===== src/rtl/tlbm_min_unit.sv =====
// shared compare unit: keeps the lowest rank seen in a sweep, lowest index on a tie
`timescale 1ns / 1ps
module tlbm_min_unit #(
  parameter int IDX_W = 8,
  parameter int RK_W  = 7
) (
  input  logic             clk,
  input  logic             rst_n,
  input  logic             start,
  input  logic             dv,
  input  logic [IDX_W-1:0] idx,
  input  logic [RK_W-1:0]  rank,
  output logic [IDX_W-1:0] best_idx
);

  logic             found_r;
  logic [IDX_W-1:0] best_idx_r;
  logic [RK_W-1:0]  best_rk_r;
  logic             take;

  assign take = dv && (!found_r || rank < best_rk_r);

  always_ff @(posedge clk) begin
    if (!rst_n) begin
      found_r <= 1'b0;
    end else if (start) begin
      found_r <= 1'b0;
    end else if (take) begin
      found_r <= 1'b1;
    end
  end

  always_ff @(posedge clk) begin
    if (take) begin
      best_idx_r <= idx;
      best_rk_r  <= rank;
    end
  end

  assign best_idx = best_idx_r;

endmodule


===== config.mk =====
export PLATFORM = sky130hd
export DESIGN_NAME = tlbm_min_unit
export DESIGN_NICKNAME = d
export VERILOG_FILES = /design/src/rtl/tlbm_min_unit.sv
export SDC_FILE = /design/constraint.sdc
export NUM_CORES = 1
export LEC_CHECK = 0
export ABC_AREA = 1
export BUFFER_PORTS_ARGS = -buffer_cell sky130_fd_sc_hd__buf_2
export CORE_MARGIN = 2
export CORE_UTILIZATION = 37
export DETAILED_ROUTE_END_ITERATION = 8
export GPL_ROUTABILITY_DRIVEN = 0
export PLACE_DENSITY_LB_ADDON = 0.12
export SYNTH_ARGS = -nofsm -noshare
export SYNTH_HDL_FRONTEND = slang
export SYNTH_SLANG_ARGS = --single-unit

===== constraint.sdc =====
create_clock -name clk -period 3.4 [get_ports clk]
set_input_delay 0.68 -clock clk [delete_from_list [all_inputs] [get_ports clk]]
set_output_delay 0.68 -clock clk [all_outputs]
set_load 0.01 [all_outputs]

==> impl_metrics.json, run 1 <==
{
  "path_clk_slew_ps": 80,
  "cp_slowest_cell": "a21oi_2",
  "yosysWarnings": 0,
  "antenna_found_initial": 0,
  "synth_edf_count": 15,
  "startpoint_type": "input port",
  "synth_xor_area_frac": 0,
  "synthesis.area_um2": 670.6,
  "p_per_area_mw_per_mm2": 429.5,
  "hold_class": "in -> reg",
  "stdcell_count": 108,
  "fmax_ghz": 0.4909,
  "grt_max_degree": 10,
  "timing.final.crit_share": 0.5992,
  "numPlacedInstances": 104,
  "postCtsSetupBuffers": 0,
  "slew_violations": 0,
  "drt-total-wl_um": 926,
  "ios": 27,
  "fin_nets": 109,
  "die_w_um": 46.58,
  "outcome": "completed",
  "root_buffer": "clkbuf_4",
  "fp.dieArea_mm2": 0.002169,
  "vias_per_cell": 4.065,
  "worst_path_most_repeated_cell": "nand2_1",
  "cp.required_ps": 3380,
  "cts_resized": 0,
  "io_buffer_count": 26,
  "syn_inst": 52,
  "synth.distinct_cells": 9,
  "synthToLayoutAreaGrowth_pct": 29.10,
  "power.leakage_nw": 0.4289,
  "postSynth.asyncResetShare": 0,
  "yosysMostFrequentCell": "edfxtp_1",
  "worstPathCellList": "buf_2 > ha_1 > a21oi_1 > nand2_1 > nand2_1 > nand2_1 > a21oi_2 > buf_4",
  "drv_cap": 0,
  "place_hpwl_um": 759.3,
  "grt_pass1_wl_mm": 1.442,
  "clk_latency_ps": 270,
  "max_stage_delay_ps": 340,
  "synth_area_leader_cell": "edfxtp_1",
  "syn_nets": 77,
  "drc": 0,
  "fin_skew_ps": 3.468,
  "ys_seq_area_frac": 0.7015,
  "ant_nets": 0,
  "synth_area_leaders": "edfxtp_1 (67%), ha_1 (11%), inv_1 (6.7%), nand2_1 (6.7%), dfxtp_1 (3.0%)",
  "yosys.area_share.simple": 0.07836,
  "rsz0062_at_grt": "false",
  "slew_headroom": 0.7440,
  "path_buf_inv": 2,
  "yosysTopAreaCellShare": 0.6716,
  "synth_compound_area_frac": 0.04104,
  "crit_type": "in -> reg",
  "cts_sinks": 16,
  "ys_top_cells_by_count": "edfxtp_1 (15), inv_1 (12), nand2_1 (12)",
  "cp_top_family": "compound AO/OA/AOI/OAI gates",
  "die_h_um": 46.58,
  "numCtsBuffers": 3,
  "start_util": 0.3927,
  "worst_slew_pin_slew_ps": 384.0,
  "synthAdderAreaFrac": 0.1119,
  "core_area_mm2": 0.001708,
  "setup.worst_path.end_class": "register",
  "grt_pass1_vias": 364,
  "cts_tree": "done",
  "core.rowCount": 15,
  "synthMuxAreaShare": 0,
  "ys.flop_type": "edfxtp_1",
  "drt_iter0_markers": 5,
  "wl_per_cell_um": 8.574,
  "layout_setup_ws_ps": 1363,
  "ir_worst_vdd_uv": 196.2,
  "drive_gt1_frac": 0.3855,
  "tns_ps": 0,
  "period_minus_slack_ps": 2037,
  "worstPathMaxFanout": 9,
  "grtUsageTotal": 0.1018,
  "synth_top_family_by_area": "adder cells",
  "grt_remaining_overflow": 0,
  "preCtsSetupSlack_ps": 1042,
  "clockBufferDepth": 2,
  "ys_seq_elements": 16,
  "syn_avg_cell_area_um2": 12.90,
  "holdBufCountCts": 0,
  "h-tree-depth": 1,
  "routed-via-count": 439,
  "finalHoldViolCount": 0,
  "hold_ws_ps": 565.0,
  "arrival_ps": 2020,
  "setup_viol": 0,
  "first_pass_iters": 2,
  "n_antenna_cell": 0
}
## metal layers
| metal | vias to the layer above | global-route usage | part of all wire |
|---|---|---|---|
| li1 | 234 | - | - |
| met1 | 185 | 0.1315 | 0.49 |
| met3 | 2 | 0.03529 | 0.084 |
| met4 | 0 | 0.06857 | 0.013 |
| met2 | 18 | 0.1417 | 0.41 |
| met5 | - | 0 | 0 |
## layout make-up
| class | count | area, um2 |
|---|---|---|
| Fill cell | 172 | 842.1 |
| Sequential cell | 16 | 470.5 |
| Multi-Input combinational cell | 24 | 155.1 |
| Timing Repair Buffer | 27 | 137.6 |
| Inverter | 12 | 45.04 |
| Tap cell | 25 | 31.28 |
| Clock buffer | 4 | 26.28 |
## final timing paths
check	slack [ps]	cells after the start	start	to
setup reg to reg	1520	8	best_rk_r[2]	best_idx[2]
hold / removal	560	2	start	found_r
hold reg to reg	560	2	found_r	found_r
setup / recovery	1360	8	rank[2]	best_idx[2]
## through the flow
stage | cell area [um2] | power [W] | utilization
3_3_place_gp | 839.6 | 0.0002819 | 0.4916
5_1_grt | 865.8 | 0.0003939 | 0.5070
4_1_cts | 865.8 | 0.0003782 | 0.5070
3_5_place_dp | 839.6 | 0.0002823 | 0.4916
2_1_floorplan | 670.6 | 0.0002606 | -
6_report | 865.8 | 0.0003718 | 0.5070
## logic make-up (layout without fill, tap and decap cells)
group                    after synthesis  after routing
flip-flops                            16             16
AND/OR/NAND/NOR                       14             14
buffers and inverters                 12             43
adder cells (fa/ha/maj)                6              6
AO/OA/AOI/OAI                          4              4
## where the power goes
part | total (W) | switching, W | internal (W)
clock network | 0.0000950 | 0.0000497 | 0.0000453
registers | 0.000232 | 0.00000278 | 0.000229
logic | 0.0000452 | 0.0000244 | 0.0000208
total | 0.000372 | 0.0000769 | 0.000295
## layout by cell type, fill, tap and decap left out, drive strengths merged
cell type	count
buf	27
ha	6
nor2	2
a21oi	3
clkbuf	4
o21ai	1
dfxtp	1
inv	12
nand2	12
edfxtp	15
## sequential cells by signal, indices dropped and copies added (netlist names)
| signal | cells |
|---|---|
| best_rk_r | 7 |
| best_idx | 8 |
| found_r | 1 |
## worst reg2reg max path, stage by stage, from the launching register on
cell,delay (ps)
edfxtp_1,370
inv_1,60
ha_1,230
a21oi_1,160
nand2_1,70
nand2_1,50
nand2_1,60
a21oi_2,340
buf_4,250
(Power assumes the default switching activity.)
==> run 2, diff against run 1 <==
==> constraint.sdc (replaced) <==
create_clock -name clk -period 1.9 [get_ports clk]
set_input_delay 0.38 -clock clk [delete_from_list [all_inputs] [get_ports clk]]
set_output_delay 0.38 -clock clk [all_outputs]
set_load 0.01 [all_outputs]
==> run 2 against run 1 <==
Worst hold slack lost 310 ps; total power grew 91%; clock skew is 2.7 ps higher; sequential share of layout area down 1.1 points; via count fell by 1.4%; non-clock buffer count grew 1; cell count increased by 0.93%; first-iteration DRC count decreased by 80%; cell area rose by 2.0%; critical path type is now reg -> reg; critical endpoint is now best_idx[7].
==> impl_metrics.json, run 2 (synthesis results as in run 1) <==
{
  "met1Wirelength_um": 458,
  "drive_gt1_frac": 0.4048,
  "cp_top_family": "flip-flops",
  "startpoint_type": "register",
  "ir_worst_vdd_uv": 408.0,
  "slew_headroom": 0.9044,
  "path_clk_slew_ps": 90,
  "numPlacedInstances": 105,
  "seqPwrFrac": 0.582,
  "crit_type": "reg -> reg",
  "worst_slew_pin_slew_ps": 141.9,
  "crit_end": "best_idx[7]",
  "n_antenna_cell": 0,
  "cp.required_ps": 1890,
  "ios": 27,
  "setup.worst_path.end_class": "register",
  "p_per_area_mw_per_mm2": 805.7,
  "period_minus_slack_ps": 1581,
  "design_area_um2": 883.3,
  "grt_pass1_wl_mm": 1.531,
  "worstPathCellList": "inv_1 > ha_1 > nand2_1 > inv_1 > a21oi_2 > nand2_1 > a21oi_2 > buf_4",
  "clockBufferDepth": 2,
  "fin_nets": 110,
  "p_clk_frac": 0.300,
  "timing.final.crit_share": 0.8319,
  "vias_per_cell": 3.972,
  "crit_cells": 8,
  "power.leakage_nw": 0.4398,
  "multiInputGateArea_um2": 155.1,
  "seqCellArea_um2": 470.5,
  "ant_nets": 0,
  "rsz0062_at_grt": "false",
  "wl_per_cell_um": 9.339,
  "die_w_um": 46.58,
  "clk_latency_ps": 270,
  "final_cell_mix": "buf_2 (26), edfxtp_1 (15), nand2_1 (12), inv_1 (12), ha_1 (6)",
  "hold_class": "in -> reg",
  "fp.dieArea_mm2": 0.002169,
  "grt_pass1_vias": 387,
  "r2r_start": "best_rk_r[6]",
  "place_area_um2": 847.1,
  "holdBufCountCts": 0,
  "io_buffer_count": 26,
  "antenna_found_initial": 0,
  "die_h_um": 46.58,
  "core_area_mm2": 0.001708,
  "numCtsBuffers": 3,
  "tns_ps": 0,
  "setup_viol": 0,
  "fillers": 160,
  "p_total_w": 0.0007117,
  "fmax_ghz": 0.6327,
  "place_hpwl_um": 825.7,
  "grtUsageTotal": 0.1099,
  "grt_remaining_overflow": 0,
  "root_buffer": "clkbuf_4",
  "first_pass_iters": 2,
  "drt-total-wl_mm": 1.018,
  "path_buf_inv": 3,
  "core.rowCount": 15,
  "drv_cap": 0,
  "cts_resized": 0,
  "rrSetupSlack_ps": 320,
  "timing.rr.end": "best_idx[7]",
  "cts_tree": "done",
  "worstPathMaxFanout": 8,
  "switchingPower_w": 0.0001468,
  "start_util": 0.3927,
  "wl_met3_um": 91,
  "routed-via-count": 433,
  "p_int_w": 0.0005649,
  "swShare": 0.2063,
  "cp_slowest_cell": "edfxtp_1",
  "finalHoldViolCount": 0,
  "p_comb_frac": 0.118,
  "wl_met2_um": 452,
  "arrival_ps": 1570,
  "postCtsSetupBuffers": 0,
  "h-tree-depth": 1,
  "cp-startpoint": "best_rk_r[6]",
  "grt_max_degree": 10,
  "drc": 0,
  "cts_sinks": 16,
  "outcome": "completed",
  "stdcell_count": 109,
  "slew_violations": 0,
  "synthToLayoutAreaGrowth_pct": 31.72,
  "max_stage_delay_ps": 370,
  "worstHoldStart": "start",
  "highest_layer": "met4",
  "fin_skew_ps": 6.179,
  "largest_register_ff_count": 8,
  "drt_iter0_markers": 1,
  "worstRegToRegCells": 8,
  "final_common_cell": "buf_2"
}
[run 2: final cells by class]
cell class,instances,area share
clock buffers,4,0.04108
inverters,12,0.05099
flip-flops and latches,16,0.5326
multi-input cells,24,0.1756
repair buffers,28,0.1643
well taps,25,0.03541
[run 2: worst min-delay path by stage]
stage / end / slack, ps / cells past startpoint
2_1_floorplan: found_r / 450 / 1
3_3_place_gp: found_r / 540 / 2
3_5_place_dp: found_r / 550 / 2
4_1_cts: found_r / 260 / 2
5_1_grt: found_r / 250 / 2
6_report: found_r / 260 / 2
[run 2: through the flow]
| step | setup WS, ps | util | hold slack (ps) |
|---|---|---|---|
| 2_1_floorplan | 51.56 | - | 452.4 |
| 3_3_place_gp | 172.7 | 0.4960 | 544.2 |
| 3_5_place_dp | 159.3 | 0.4960 | 554.0 |
| 4_1_cts | 298.4 | 0.5172 | 256.5 |
| 5_1_grt | 157.6 | 0.5172 | 250.2 |
| 6_report | 319.5 | 0.5172 | 256.3 |
[run 2: power groups by stage]
| stage | registers, W | logic [W] | clock network, W |
|---|---|---|---|
| 2_1_floorplan | 0.000428 | 0.0000378 | 0 |
| 3_3_place_gp | 0.000422 | 0.0000841 | 0 |
| 3_5_place_dp | 0.000423 | 0.0000860 | 0 |
| 4_1_cts | 0.000414 | 0.0000866 | 0.000223 |
| 5_1_grt | 0.000417 | 0.0000976 | 0.000235 |
| 6_report | 0.000414 | 0.0000840 | 0.000214 |
[run 2: layer usage]
metal,global-route usage,up-vias
li1,-,234
met5,0,-
met3,0.05098,2
met1,0.1315,179
met2,0.1583,18
met4,0.06857,0
