==> src/rtl/tlbm_pkg.sv <==
// shared constants and types for the paging translator
`timescale 1ns / 1ps
package tlbm_pkg;

  localparam int TLBM_TLB_ENTRIES = 16;
  localparam int TLBM_PAGE_COUNT  = 256;
  localparam int TLBM_FRAME_COUNT = 128;
  localparam int TLBM_PAGE_BYTES  = 256;

  localparam int TLBM_VA_W  = 16;
  localparam int TLBM_PA_W  = 15;
  localparam int TLBM_EVP_W = 8;

  // commands from the sequencer to the tlb
  typedef struct packed {
    logic touch_en;  // make the hit entry most recent
    logic ins_en;    // write an entry and make it most recent
    logic inval_en;  // drop any entry holding the evicted page
  } tlbm_cmd_t;

endpackage

==> src/rtl/tlbm_tlb.sv <==
// translation buffer: entries, parallel match, lru ranks, insert and invalidate
`timescale 1ns / 1ps
module tlbm_tlb import tlbm_pkg::*; #(
  parameter int TLB_ENTRIES = TLBM_TLB_ENTRIES,
  parameter int PAGE_W      = 8,
  parameter int FRAME_W     = 7,
  localparam int TLB_W      = $clog2(TLB_ENTRIES)
) (
  input  logic               clk,
  input  logic               rst_n,
  input  tlbm_cmd_t          cmd,
  input  logic [PAGE_W-1:0]  look_page,
  output logic               hit,
  output logic [FRAME_W-1:0] hit_frame,
  output logic               free,
  output logic [TLB_W-1:0]   free_slot,
  input  logic [TLB_W-1:0]   ins_slot,
  input  logic [PAGE_W-1:0]  ins_page,
  input  logic [FRAME_W-1:0] ins_frame,
  input  logic [PAGE_W-1:0]  inval_page,
  input  logic [TLB_W-1:0]   rd_idx,
  output logic [TLB_W-1:0]   rank_q
);

  logic [PAGE_W-1:0]  pg_r  [TLB_ENTRIES];
  logic [FRAME_W-1:0] fr_r  [TLB_ENTRIES];
  logic [TLB_W-1:0]   rk_r  [TLB_ENTRIES];
  logic [TLB_W-1:0]   rk_nxt[TLB_ENTRIES];
  logic [TLB_ENTRIES-1:0] vld_r, vld_nxt;
  logic [TLB_W-1:0]   hit_slot, tch_slot, tch_old;
  logic               tch_en;
  logic [TLB_W-1:0]   rank_q_r;

  // priority encoders for the matching entry and the first empty entry
  always_comb begin
    hit       = 1'b0;
    hit_slot  = '0;
    free      = 1'b0;
    free_slot = '0;
    for (int i = 0; i < TLB_ENTRIES; i++) begin
      if (!hit && vld_r[i] && pg_r[i] == look_page) begin
        hit      = 1'b1;
        hit_slot = TLB_W'(i);
      end
      if (!free && !vld_r[i]) begin
        free      = 1'b1;
        free_slot = TLB_W'(i);
      end
    end
  end

  assign hit_frame = fr_r[hit_slot];

  // rank update: entries above the old rank move down, the touched one goes to the top
  always_comb begin
    tch_en   = cmd.touch_en | cmd.ins_en;
    tch_slot = cmd.ins_en ? ins_slot : hit_slot;
    tch_old  = rk_r[tch_slot];
    for (int i = 0; i < TLB_ENTRIES; i++) begin
      rk_nxt[i] = rk_r[i];
      if (tch_en) begin
        if (TLB_W'(i) == tch_slot) begin
          rk_nxt[i] = TLB_W'(TLB_ENTRIES - 1);
        end else if (rk_r[i] > tch_old) begin
          rk_nxt[i] = rk_r[i] - 1'b1;
        end
      end
    end
  end

  always_comb begin
    vld_nxt = vld_r;
    for (int i = 0; i < TLB_ENTRIES; i++) begin
      if (cmd.inval_en && vld_r[i] && pg_r[i] == inval_page) begin
        vld_nxt[i] = 1'b0;
      end
      if (cmd.ins_en && TLB_W'(i) == ins_slot) begin
        vld_nxt[i] = 1'b1;
      end
    end
  end

  always_ff @(posedge clk) begin
    if (!rst_n) begin
      vld_r <= '0;
      for (int i = 0; i < TLB_ENTRIES; i++) begin
        rk_r[i] <= '0;
      end
    end else begin
      vld_r <= vld_nxt;
      for (int i = 0; i < TLB_ENTRIES; i++) begin
        rk_r[i] <= rk_nxt[i];
      end
    end
  end

  always_ff @(posedge clk) begin
    if (cmd.ins_en) begin
      pg_r[ins_slot] <= ins_page;
      fr_r[ins_slot] <= ins_frame;
    end
    rank_q_r <= rk_r[rd_idx];
  end

  assign rank_q = rank_q_r;

endmodule

==> config.mk <==
export PLATFORM = sky130hd
export DESIGN_NAME = tlbm_tlb
export DESIGN_NICKNAME = d
export VERILOG_FILES = /design/src/rtl/tlbm_pkg.sv /design/src/rtl/tlbm_tlb.sv
export SDC_FILE = /design/constraint.sdc
export NUM_CORES = 1
export LEC_CHECK = 0
export BUFFER_PORTS_ARGS = -buffer_cell sky130_fd_sc_hd__clkbuf_2
export CELL_PAD_IN_SITES_DETAIL_PLACEMENT = 0
export CELL_PAD_IN_SITES_GLOBAL_PLACEMENT = 1
export CORE_ASPECT_RATIO = 0.9
export CORE_UTILIZATION = 29
export CTS_CLUSTER_SIZE = 40
export DETAILED_ROUTE_END_ITERATION = 10
export PLACE_DENSITY_LB_ADDON = 0.1
export SYNTH_ARGS = -nofsm -noshare
export SYNTH_HDL_FRONTEND = slang
export SYNTH_SLANG_ARGS = --single-unit
==> constraint.sdc <==
create_clock -name clk -period 9.5 [get_ports clk]
set_input_delay 0.475 -clock clk [delete_from_list [all_inputs] [get_ports clk]]
set_output_delay 0.475 -clock clk [all_outputs]
set_load 0.01 [all_outputs]
==> results of run 1 <==
-- flip-flops by register name, summed over array words and instances (netlist names) --
register and flops:
rk_r 64, pg_r 128, rank_q 4, fr_r 112
vld_r 16
-- worst max-delay path, cell delays in order --
cell and delay [ns]:
clkbuf_2 0.58, xnor2_1 0.20, nand3_1 0.12, nor4_2 0.54, o21ai_0 0.19, a21oi_1 0.31, o22a_1 0.49, nand2_1 0.56
a21oi_1 0.84, o221a_2 0.38, nand4_1 0.73, buf_4 0.46, ha_1 0.31, nor2b_1 0.12, o21ai_0 0.07, nand2b_1 0.08
a21oi_1 0.06, a41oi_1 0.36, nor4b_1 0.38, nand2_1 0.09, o221a_2 0.27
-- kinds of logic (layout without fill, tap and decap cells) --
family / count (synthesis) / in the layout / synth area share [%]
AOI/OAI and AO/OA: 360 / 360 / 13.0
xor gates and xnor gates: 256 / 256 / 12.0
adders and majority gates: 80 / 80 / 5.34
buffers and inverters: 157 / 224 / 4.47
DFF: 324 / 324 / 47.4
muxes: 58 / 58 / 4.54
other: 0 / 1 / 0
and+or+nand+nor: 454 / 454 / 13.2
-- synth_stat cells, drive strengths merged, types with 3 or more instances --
library cell  instances
a2111oi               4
a211oi               43
a21o                  4
a21oi                96
a221oi                5
a31oi                 3
a41o                  3
a41oi                18
and2                 14
and3                 15
and4                  8
buf                  41
clkbuf               52
dfxtp                84
edfxtp              240
ha                   80
inv                  63
mux2                 16
mux2i                22
mux4                 20
nand2                69
nand2b               23
nand3               103
nand4                49
nor2                 48
nor2b                17
nor3                 47
nor4                 24
nor4b                 7
o211a                24
o21a                 10
o21ai               109
o221a                22
o22a                  3
or2                   9
or3                  10
or4                   8
xnor2               142
xor2                114
-- routing by layer --
metal / GRT usage, % / vias to the layer above / part of all wire [%]
li1: - / 6414 / -
met1: 28.6 / 6871 / 50
met2: 29.6 / 345 / 44
met3: 2.52 / 68 / 4.3
met4: 4.71 / 0 / 2.0
met5: 0 / - / 0
-- power by group --
part / internal, W / leakage [nW] / total [W] / switching [W]
Sequential: 0.00166 / 2.86 / 0.00188 / 0.000219
Clock: 0.00103 / 0.705 / 0.00168 / 0.000648
Combinational: 0.000571 / 3.81 / 0.00129 / 0.000722
-- worst min path at each step --
stage | start | end | slack (ns) | cells past startpoint
3_3_place_gp | rk_r[15][3]$_SDFFE_PN0P_ | rk_r[15][3]$_SDFFE_PN0P_ | 0.52 | 2
6_report | rd_idx[3] | rank_q[3]$_DFF_P_ | 0.29 | 2
2_1_floorplan | rk_r[5][3]$_SDFFE_PN0P_ | rk_r[5][3]$_SDFFE_PN0P_ | 0.46 | 2
4_1_cts | rd_idx[3] | rank_q[3]$_DFF_P_ | 0.26 | 2
5_1_grt | rd_idx[3] | rank_q[3]$_DFF_P_ | 0.28 | 2
3_5_place_dp | rk_r[11][3]$_SDFFE_PN0P_ | rk_r[11][3]$_SDFFE_PN0P_ | 0.53 | 2
-- per-stage QoR --
| stage | instances | cell area, um^2 |
|---|---|---|
| finish | 2612 | 21200 |
| global route | 2611 | 21200 |
| CTS | 2611 | 21200 |
| detailed placement | 2536 | 19700 |
| global placement | 2536 | 19700 |
| floorplan | 1689 | 18700 |
-- area by class of cell --
| class | instances | area share [%] |
|---|---|---|
| diodes | 1 | 0.0118 |
| multi-input cells | 1208 | 42.8 |
| clock buffers | 54 | 5.32 |
| inverters | 64 | 1.13 |
| clock inverters | 21 | 1.45 |
| repair buffers | 85 | 2.30 |
| well taps | 855 | 5.05 |
| flip-flops and latches | 324 | 42.0 |
==> results.py, run 1 <==
metrics = {
    "outcome": {
        "status": "completed",
    },
    "flow_run": {
        "drv_cap": 0,
    },
    "timing": {
        "skew_ns": 0.0214,
        "final.setup.worst_slack_ns": 2.30,
        "tightest_slew_ns": 1.25,
        "fin_hold_ws_ns": 0.289,
        "setup_violations": 0,
        "setup_tns_ns": 0,
        "finalCritPeriodShare_pct": 75.8,
        "fmax_mhz": 139,
        "slew_headroom_pct": 15.9,
        "rsz0062_at_grt": "false",
        "hold_violations": 0,
        "slew_viol_final": 0,
        "period_needed_ns": 7.20,
    },
    "cells_and_area": {
        "post-route-util_pct": 33.1,
        "register_area_mm2": 0.00889,
        "nets": 1848,
        "syn_to_final_growth_pct": 13.0,
        "multiInputGateArea_mm2": 0.00905,
        "layout_common_cells": "240 x edfxtp_1, 142 x xnor2_1, 114 x xor2_1",
        "post_route_cells_drive_above_1_share_pct": 14.1,
        "layout_commonest_cell": "edfxtp_1",
        "fillers": 6358,
    },
    "die": {
        "die_w_um": 270,
        "io_pins": 61,
        "rows": 88,
        "die_area_mm2": 0.0656,
        "core_area_mm2": 0.0640,
        "start_util_pct": 29.3,
        "die_y_um": 243,
    },
    "grt": {
        "grt_overflow": 0,
        "grt_usage_pct": 19.3,
        "antenna_found_initial": 3,
        "grt_max_degree": 54,
        "grt_pass1_vias": 13500,
        "grt_pass1_wl_um": 93800,
    },
    "clock_network": {
        "cts_hold_buffers": 0,
        "cts.htree.levels": 2,
        "cts_tree": "done",
        "numCtsBuffers": 41,
        "path_clk_slew_ns": 0.05,
        "clk_latency_ns": 0.58,
        "ctsResizeCount": 0,
        "cts.sinks": 324,
        "cts-root-buf": "clkbuf_16",
        "cts_setup_buffers": 0,
        "cts_buffer_depth": 3,
    },
    "placed_design": {
        "hpwlAfterDp_um": 43000,
        "routabilityCongestion": 0.786,
        "portBuffers": 60,
        "dp_slack_ns": 1.59,
    },
    "worst_setup_path": {
        "startpoint": "look_page[6]",
        "critPathKind": "in -> reg",
        "reg2reg_to": "rk_r[0][3]$_SDFFE_PN0P_",
        "worst-r2r-cell-count": 20,
        "startpoint_type": "input pin",
        "cp-end-kind": "flip-flop",
        "r2r-start": "pg_r[4][6]$_DFFE_PP_",
        "critical_path_required_ns": 9.95,
        "worst-path-max-fanout": 17,
        "endpoint": "rk_r[0][3]$_SDFFE_PN0P_",
        "arrival_ns": 7.66,
        "rrSetupSlack_ns": 2.40,
    },
    "logic_synthesis": {
        "ys.flop_type": "edfxtp_1",
        "ys_warn_count": 0,
        "synth.largest_area_cell": "edfxtp_1",
        "synth_edf_count": 240,
        "synth_nets": 1813,
        "ys_top_cells_by_area": "edfxtp_1 38%, dfxtp_1 9.0%, xnor2_1 6.6%",
        "syn_area_per_cell_um2": 11.1,
        "yosysTopAreaCellShare_pct": 38.5,
        "ys_seq_area_share_pct": 47.4,
        "synth-async-reset-ratio_pct": 0,
        "synth_area_mm2": 0.0187,
        "ys_ff_latch": 324,
        "synth_cells": 1689,
        "yosysUniqueCellTypes": 71,
    },
    "drt": {
        "drc": 0,
        "drtIter0Drc": 1066,
        "vias_per_cell": 5.24,
        "vias": 13700,
        "drt_first_pass_iters": 5,
        "finalWirelength_um": 63800,
        "ant_nets": 0,
        "wl_per_cell_um": 24.4,
    },
    "hold_path": {
        "min_path_type": "in -> reg",
    },
    "power": {
        "ir_drop_mv": 0.122,
        "powerDensity_mw_per_mm2": 229,
        "power_w": 0.00485,
        "cellLeakagePower_nw": 7.37,
    },
}
(Power assumes the default switching activity.)
==> run 2, diff against run 1 <==
Clock period 9.5 ns to 6.3 ns, I/O delays scaled along.
==> results.py, run 2 (synthesized netlist as in run 1, its figures left out) <==
metrics = {
    "outcome": {
        "status": "completed",
    },
    "placed_design": {
        "portBuffers": 60,
        "dp_cells": 2552,
        "routabilityCongestion": 0.826,
        "hpwlAfterDp_um": 43500,
    },
    "clock_network": {
        "path_clk_slew_ns": 0.06,
        "cts_hold_buffers": 0,
        "ctsResizeCount": 0,
        "numCtsBuffers": 41,
        "cts-root-buf": "clkbuf_16",
        "cts_setup_buffers": 0,
        "cts_tree": "done",
        "cts.htree.levels": 2,
        "cts.sinks": 324,
        "cts_buffer_depth": 3,
        "clk_latency_ns": 0.59,
    },
    "timing": {
        "slew_viol_final": 0,
        "fmax_mhz": 186,
        "skew_ns": 0.0224,
        "fin_hold_ws_ns": 0.142,
        "rsz0062_at_grt": "false",
        "setup_violations": 0,
        "period_needed_ns": 5.39,
        "hold_violations": 0,
        "tightest_slew_ns": 1.21,
        "finalCritPeriodShare_pct": 85.5,
        "setup_tns_ns": 0,
        "slew_headroom_pct": 19.5,
    },
    "worst_setup_path": {
        "max_stage_delay_ns": 0.58,
        "crit_path_cell_trace": "xnor2_1 -> nand3_1 -> nor3_1 -> buf_4 -> nor4_4 -> nand3_2 -> o22a_1 -> a21oi_2 -> buf_4 -> or2_2 -> o221a_2 -> nand4_1 -> buf_4 -> ha_1 -> nor2b_1 -> o21ai_0 -> nand2b_1 -> a21oi_1 -> a41oi_1 -> inv_1 -> nor4_1 -> inv_1 -> a21oi_1 -> o221a_2",
        "reg2reg_to": "rk_r[12][3]$_SDFFE_PN0P_",
        "worst-r2r-cell-count": 24,
        "worst-path-max-fanout": 14,
        "critPathKind": "reg -> reg",
        "rrSetupSlack_ns": 0.91,
        "slowest_stage": "nor4_4",
        "arrival_ns": 5.91,
        "r2r-start": "pg_r[0][6]$_DFFE_PP_",
        "critical_path_required_ns": 6.82,
        "startpoint_type": "flip-flop",
        "cp-end-kind": "flip-flop",
        "startpoint": "pg_r[0][6]$_DFFE_PP_",
        "cpMostUsedCell": "buf_4",
    },
    "drt": {
        "drt_first_pass_iters": 5,
        "drtIter0Drc": 1028,
        "vias_per_cell": 5.24,
        "finalWirelength_um": 65000,
        "drc": 0,
        "wl_per_cell_um": 24.8,
        "vias": 13800,
        "ant_nets": 0,
    },
    "power": {
        "cellLeakagePower_nw": 7.41,
        "powerDensity_mw_per_mm2": 343,
        "power_w": 0.00728,
        "ir_drop_mv": 0.169,
    },
    "cells_and_area": {
        "nets": 1864,
        "antenna-diode-count": 0,
        "stdcell_count": 2624,
        "fillers": 6424,
        "layout_common_cells": "240 x edfxtp_1, 142 x xnor2_1, 114 x xor2_1",
        "post_route_cells_drive_above_1_share_pct": 14.9,
        "syn_to_final_growth_pct": 13.4,
        "reg_top3": "pg_r x128, fr_r x112, rk_r x64",
        "layout_commonest_cell": "edfxtp_1",
        "post-route-util_pct": 33.2,
        "largest_reg_flops": 128,
        "regMostFlops": "pg_r",
    },
    "grt": {
        "grt_pass1_wl_um": 96000,
        "antenna_found_initial": 0,
        "grt_pass1_vias": 13600,
        "grt_usage_pct": 19.8,
        "grt_overflow": 0,
        "grt_max_degree": 54,
    },
    "die": {
        "core_area_mm2": 0.0640,
        "die_w_um": 270,
        "start_util_pct": 29.3,
        "io_pins": 61,
        "die_y_um": 243,
        "rows": 88,
        "die_area_mm2": 0.0656,
    },
    "hold_path": {
        "min_path_type": "in -> reg",
        "hold_path_end": "rank_q[1]$_DFF_P_",
        "hold_depth": 2,
        "min-delay-start": "rd_idx[3]",
    },
    "flow_run": {
        "drv_cap": 0,
    },
}
## run 2: cell types whose count changed in the layout (fill, tap and decap cells not counted), moves of 2 or more
cell,before,now
clkinvlp_4,0,2
buf_4,25,41
clkinv_1,4,1
bufinv_16,7,5
## run 2: layer usage
metal / track usage, % / vias up / part of all wire, %
met4: 5.06 / 0 / 1.9
met1: 29.1 / 6923 / 50
li1: - / 6442 / -
met5: 0 / - / 0
met3: 2.59 / 77 / 4.3
met2: 30.2 / 314 / 44
## run 2: final cells by class
cell class                 instances  area (um^2)  share of cell area, %
clock buffer                      53         1100                   5.18
clock inverter                    19          280                   1.32
inverter                          64          240                   1.13
multi-input combinational       1208         9050                   42.6
sequential                       324         8890                   41.8
tap                              855         1070                   5.04
timing repair buffer             101          608                   2.86
## run 2: power by group
| part | internal, W | switching [W] | leakage, nW | total, W |
|---|---|---|---|---|
| registers | 0.00250 | 0.000340 | 2.86 | 0.00285 |
| clock network | 0.00145 | 0.00100 | 0.672 | 0.00246 |
| logic | 0.000875 | 0.00111 | 3.88 | 0.00198 |
## run 2: metrics by stage
stage | setup slack, ns | cell area (um^2)
finish | 0.911 | 21200
floorplan | 1.23 | 18700
detailed placement | 0.350 | 19900
global placement | 0.383 | 19900
global route | 0.382 | 21200
CTS | 0.866 | 21200
## run 2: worst max-delay path by stage
stage | to | slack (ns) | depth (start not counted)
final | rk_r[12][3]$_SDFFE_PN0P_ | 0.91 | 24
after global routing | rk_r[4][3]$_SDFFE_PN0P_ | 0.38 | 20
after CTS | rk_r[4][3]$_SDFFE_PN0P_ | 0.87 | 21
after detailed placement | rk_r[4][3]$_SDFFE_PN0P_ | 0.35 | 22
after global placement | rk_r[12][3]$_SDFFE_PN0P_ | 0.38 | 24
after floorplan | rk_r[12][3]$_SDFFE_PN0P_ | 1.23 | 24
## run 2: critical path: cells and delay by family, from the launching register on
kind / cells / cell delay (ns)
and+or+nand+nor: 9 / 1.74
AOI/OAI and AO/OA: 8 / 1.80
buffers and inverters: 5 / 0.84
xor gates and xnor gates: 1 / 0.15
DFF: 1 / 0.43
adders and majority gates: 1 / 0.32
==> run 3, diff against run 2 <==
Settings changed: CORE_ASPECT_RATIO 0.9 to not set, CTS_CLUSTER_SIZE 40 to not set, PLACE_DENSITY set to 0.64, PLACE_DENSITY_LB_ADDON 0.1 to not set.
==> results.py, run 3 (synthesized netlist as in run 1, its figures left out) <==
metrics = {
    "outcome": {
        "status": "completed",
    },
    "clock_network": {
        "cts_tree": "done",
        "cts_buffer_depth": 3,
        "cts.sinks": 324,
        "cts.htree.levels": 2,
        "cts-root-buf": "clkbuf_16",
        "ctsResizeCount": 0,
        "cts_setup_buffers": 0,
        "clk_latency_ns": 0.57,
        "numCtsBuffers": 39,
        "cts_hold_buffers": 0,
        "path_clk_slew_ns": 0.06,
    },
    "cells_and_area": {
        "layout_commonest_cell": "edfxtp_1",
        "layout_common_cells": "240 x edfxtp_1, 142 x xnor2_1, 114 x xor2_1",
        "post_route_cells_drive_above_1_share_pct": 14.5,
        "stdcell_count": 2619,
        "register_area_mm2": 0.00889,
        "nets": 1863,
        "reg_top3": "pg_r x128, fr_r x112, rk_r x64",
        "post-route-util_pct": 33.4,
        "largest_reg_flops": 128,
        "regMostFlops": "pg_r",
        "multiInputGateArea_mm2": 0.00905,
        "fillers": 6322,
        "syn_to_final_growth_pct": 12.9,
    },
    "timing": {
        "tightest_slew_ns": 1.19,
        "skew_ns": 0.0320,
        "rsz0062_at_grt": "false",
        "fmax_mhz": 181,
        "slew_viol_final": 0,
        "setup_violations": 0,
        "final.setup.worst_slack_ns": 0.782,
        "hold_violations": 0,
        "period_needed_ns": 5.52,
        "slew_headroom_pct": 20.5,
        "setup_tns_ns": 0,
        "finalCritPeriodShare_pct": 87.6,
    },
    "die": {
        "die_area_mm2": 0.0656,
        "start_util_pct": 29.5,
        "rows": 92,
        "io_pins": 61,
        "die_y_um": 256,
        "core_area_mm2": 0.0634,
        "die_w_um": 256,
    },
    "drt": {
        "ant_nets": 0,
        "drc": 0,
        "finalWirelength_um": 58100,
        "vias_per_cell": 5.30,
        "vias": 13900,
        "drtIter0Drc": 1036,
        "highest_layer": "met5",
        "met2WireLength_um": 27600,
        "drt_first_pass_iters": 5,
        "met3RoutedLength_um": 2750,
        "wl_met1_um": 25700,
        "wl_per_cell_um": 22.2,
    },
    "placed_design": {
        "hpwlAfterDp_um": 38900,
        "dp_slack_ns": 0.425,
        "portBuffers": 60,
        "dp_cells": 2544,
        "routabilityCongestion": 0.879,
    },
    "grt": {
        "antenna_found_initial": 2,
        "grt_usage_pct": 17.4,
        "grt_pass1_vias": 13700,
        "grt_pass1_wl_um": 87300,
        "grt_max_degree": 54,
        "grt_overflow": 0,
    },
    "power": {
        "cellLeakagePower_nw": 7.38,
        "ir_drop_mv": 0.156,
        "powerDensity_mw_per_mm2": 334,
    },
    "worst_setup_path": {
        "cpMostUsedCell": "a21oi_1",
        "worst-path-max-fanout": 16,
        "critPathKind": "reg -> reg",
        "critical_path_required_ns": 6.78,
        "path_delay_family": "compound AO/OA/AOI/OAI gates",
        "arrival_ns": 6.00,
        "path_buf_inv": 3,
        "crit_path_cell_trace": "xnor2_1 -> nand3_1 -> nor4_2 -> o21ai_0 -> a21oi_1 -> o22a_1 -> a21o_1 -> a2111oi_0 -> a311oi_1 -> nand4_1 -> buf_4 -> ha_1 -> nor2b_1 -> o21ai_0 -> nand2b_1 -> a21oi_1 -> a41oi_1 -> inv_1 -> nor4_1 -> inv_1 -> a21oi_1 -> o221a_2",
        "cp-end-kind": "flip-flop",
        "max_stage_delay_ns": 0.51,
        "slowest_stage": "a21o_1",
        "startpoint_type": "flip-flop",
    },
    "flow_run": {
        "drv_cap": 0,
    },
    "hold_path": {
        "min_path_type": "in -> reg",
    },
}
[run 3: changes by cell type in the layout (fill, tap and decap cells not counted), moves of 2 or more]
cell | before | now
clkbuf_8 | 3 | 7
clkinv_2 | 8 | 4
bufinv_16 | 5 | 2
clkbuf_1 | 9 | 12
clkinv_1 | 1 | 4
diode_2 | 0 | 3
clkinvlp_4 | 2 | 0
[run 3: where the power goes]
| part | switching, W | internal (W) |
|---|---|---|
| combinational | 0.00109 | 0.000876 |
| sequential | 0.000311 | 0.00250 |
| clock | 0.000912 | 0.00136 |
| total | 0.00231 | 0.00474 |
[run 3: cell type report]
type                    count  area share, %
repair buffers            102           2.91
clock buffers              60           5.52
flip-flops and latches    324           42.0
well taps                 846           5.00
multi-input cells        1208           42.8
inverters                  64           1.14
diodes                      3         0.0355
clock inverters            12          0.592
[run 3: worst paths after layout]
path,start,to,slack [ns],cells past startpoint
setup / recovery,pg_r[4][6]$_DFFE_PP_,rk_r[12][3]$_SDFFE_PN0P_,0.78,22
hold / removal,ins_frame[1],fr_r[11][1]$_DFFE_PP_,0.17,1
setup reg to reg,pg_r[4][6]$_DFFE_PP_,rk_r[12][3]$_SDFFE_PN0P_,0.78,22
hold reg to reg,rk_r[5][3]$_SDFFE_PN0P_,rk_r[5][3]$_SDFFE_PN0P_,0.54,2
[run 3: metrics by stage]
stage	cell area [um^2]	hold slack [ns]	power, W
after global routing	21100	0.151	0.00747
after CTS	21100	0.136	0.00711
after detailed placement	19900	0.534	0.00481
after floorplan	18700	0.414	0.00420
final	21200	0.168	0.00706
after global placement	19900	0.518	0.00473
[run 3: layer usage]
layer	track usage (%)	vias to the layer above
met3	2.52	121
met2	29.2	361
met5	0	-
li1	-	6455
met4	6.65	2
met1	22.6	6936
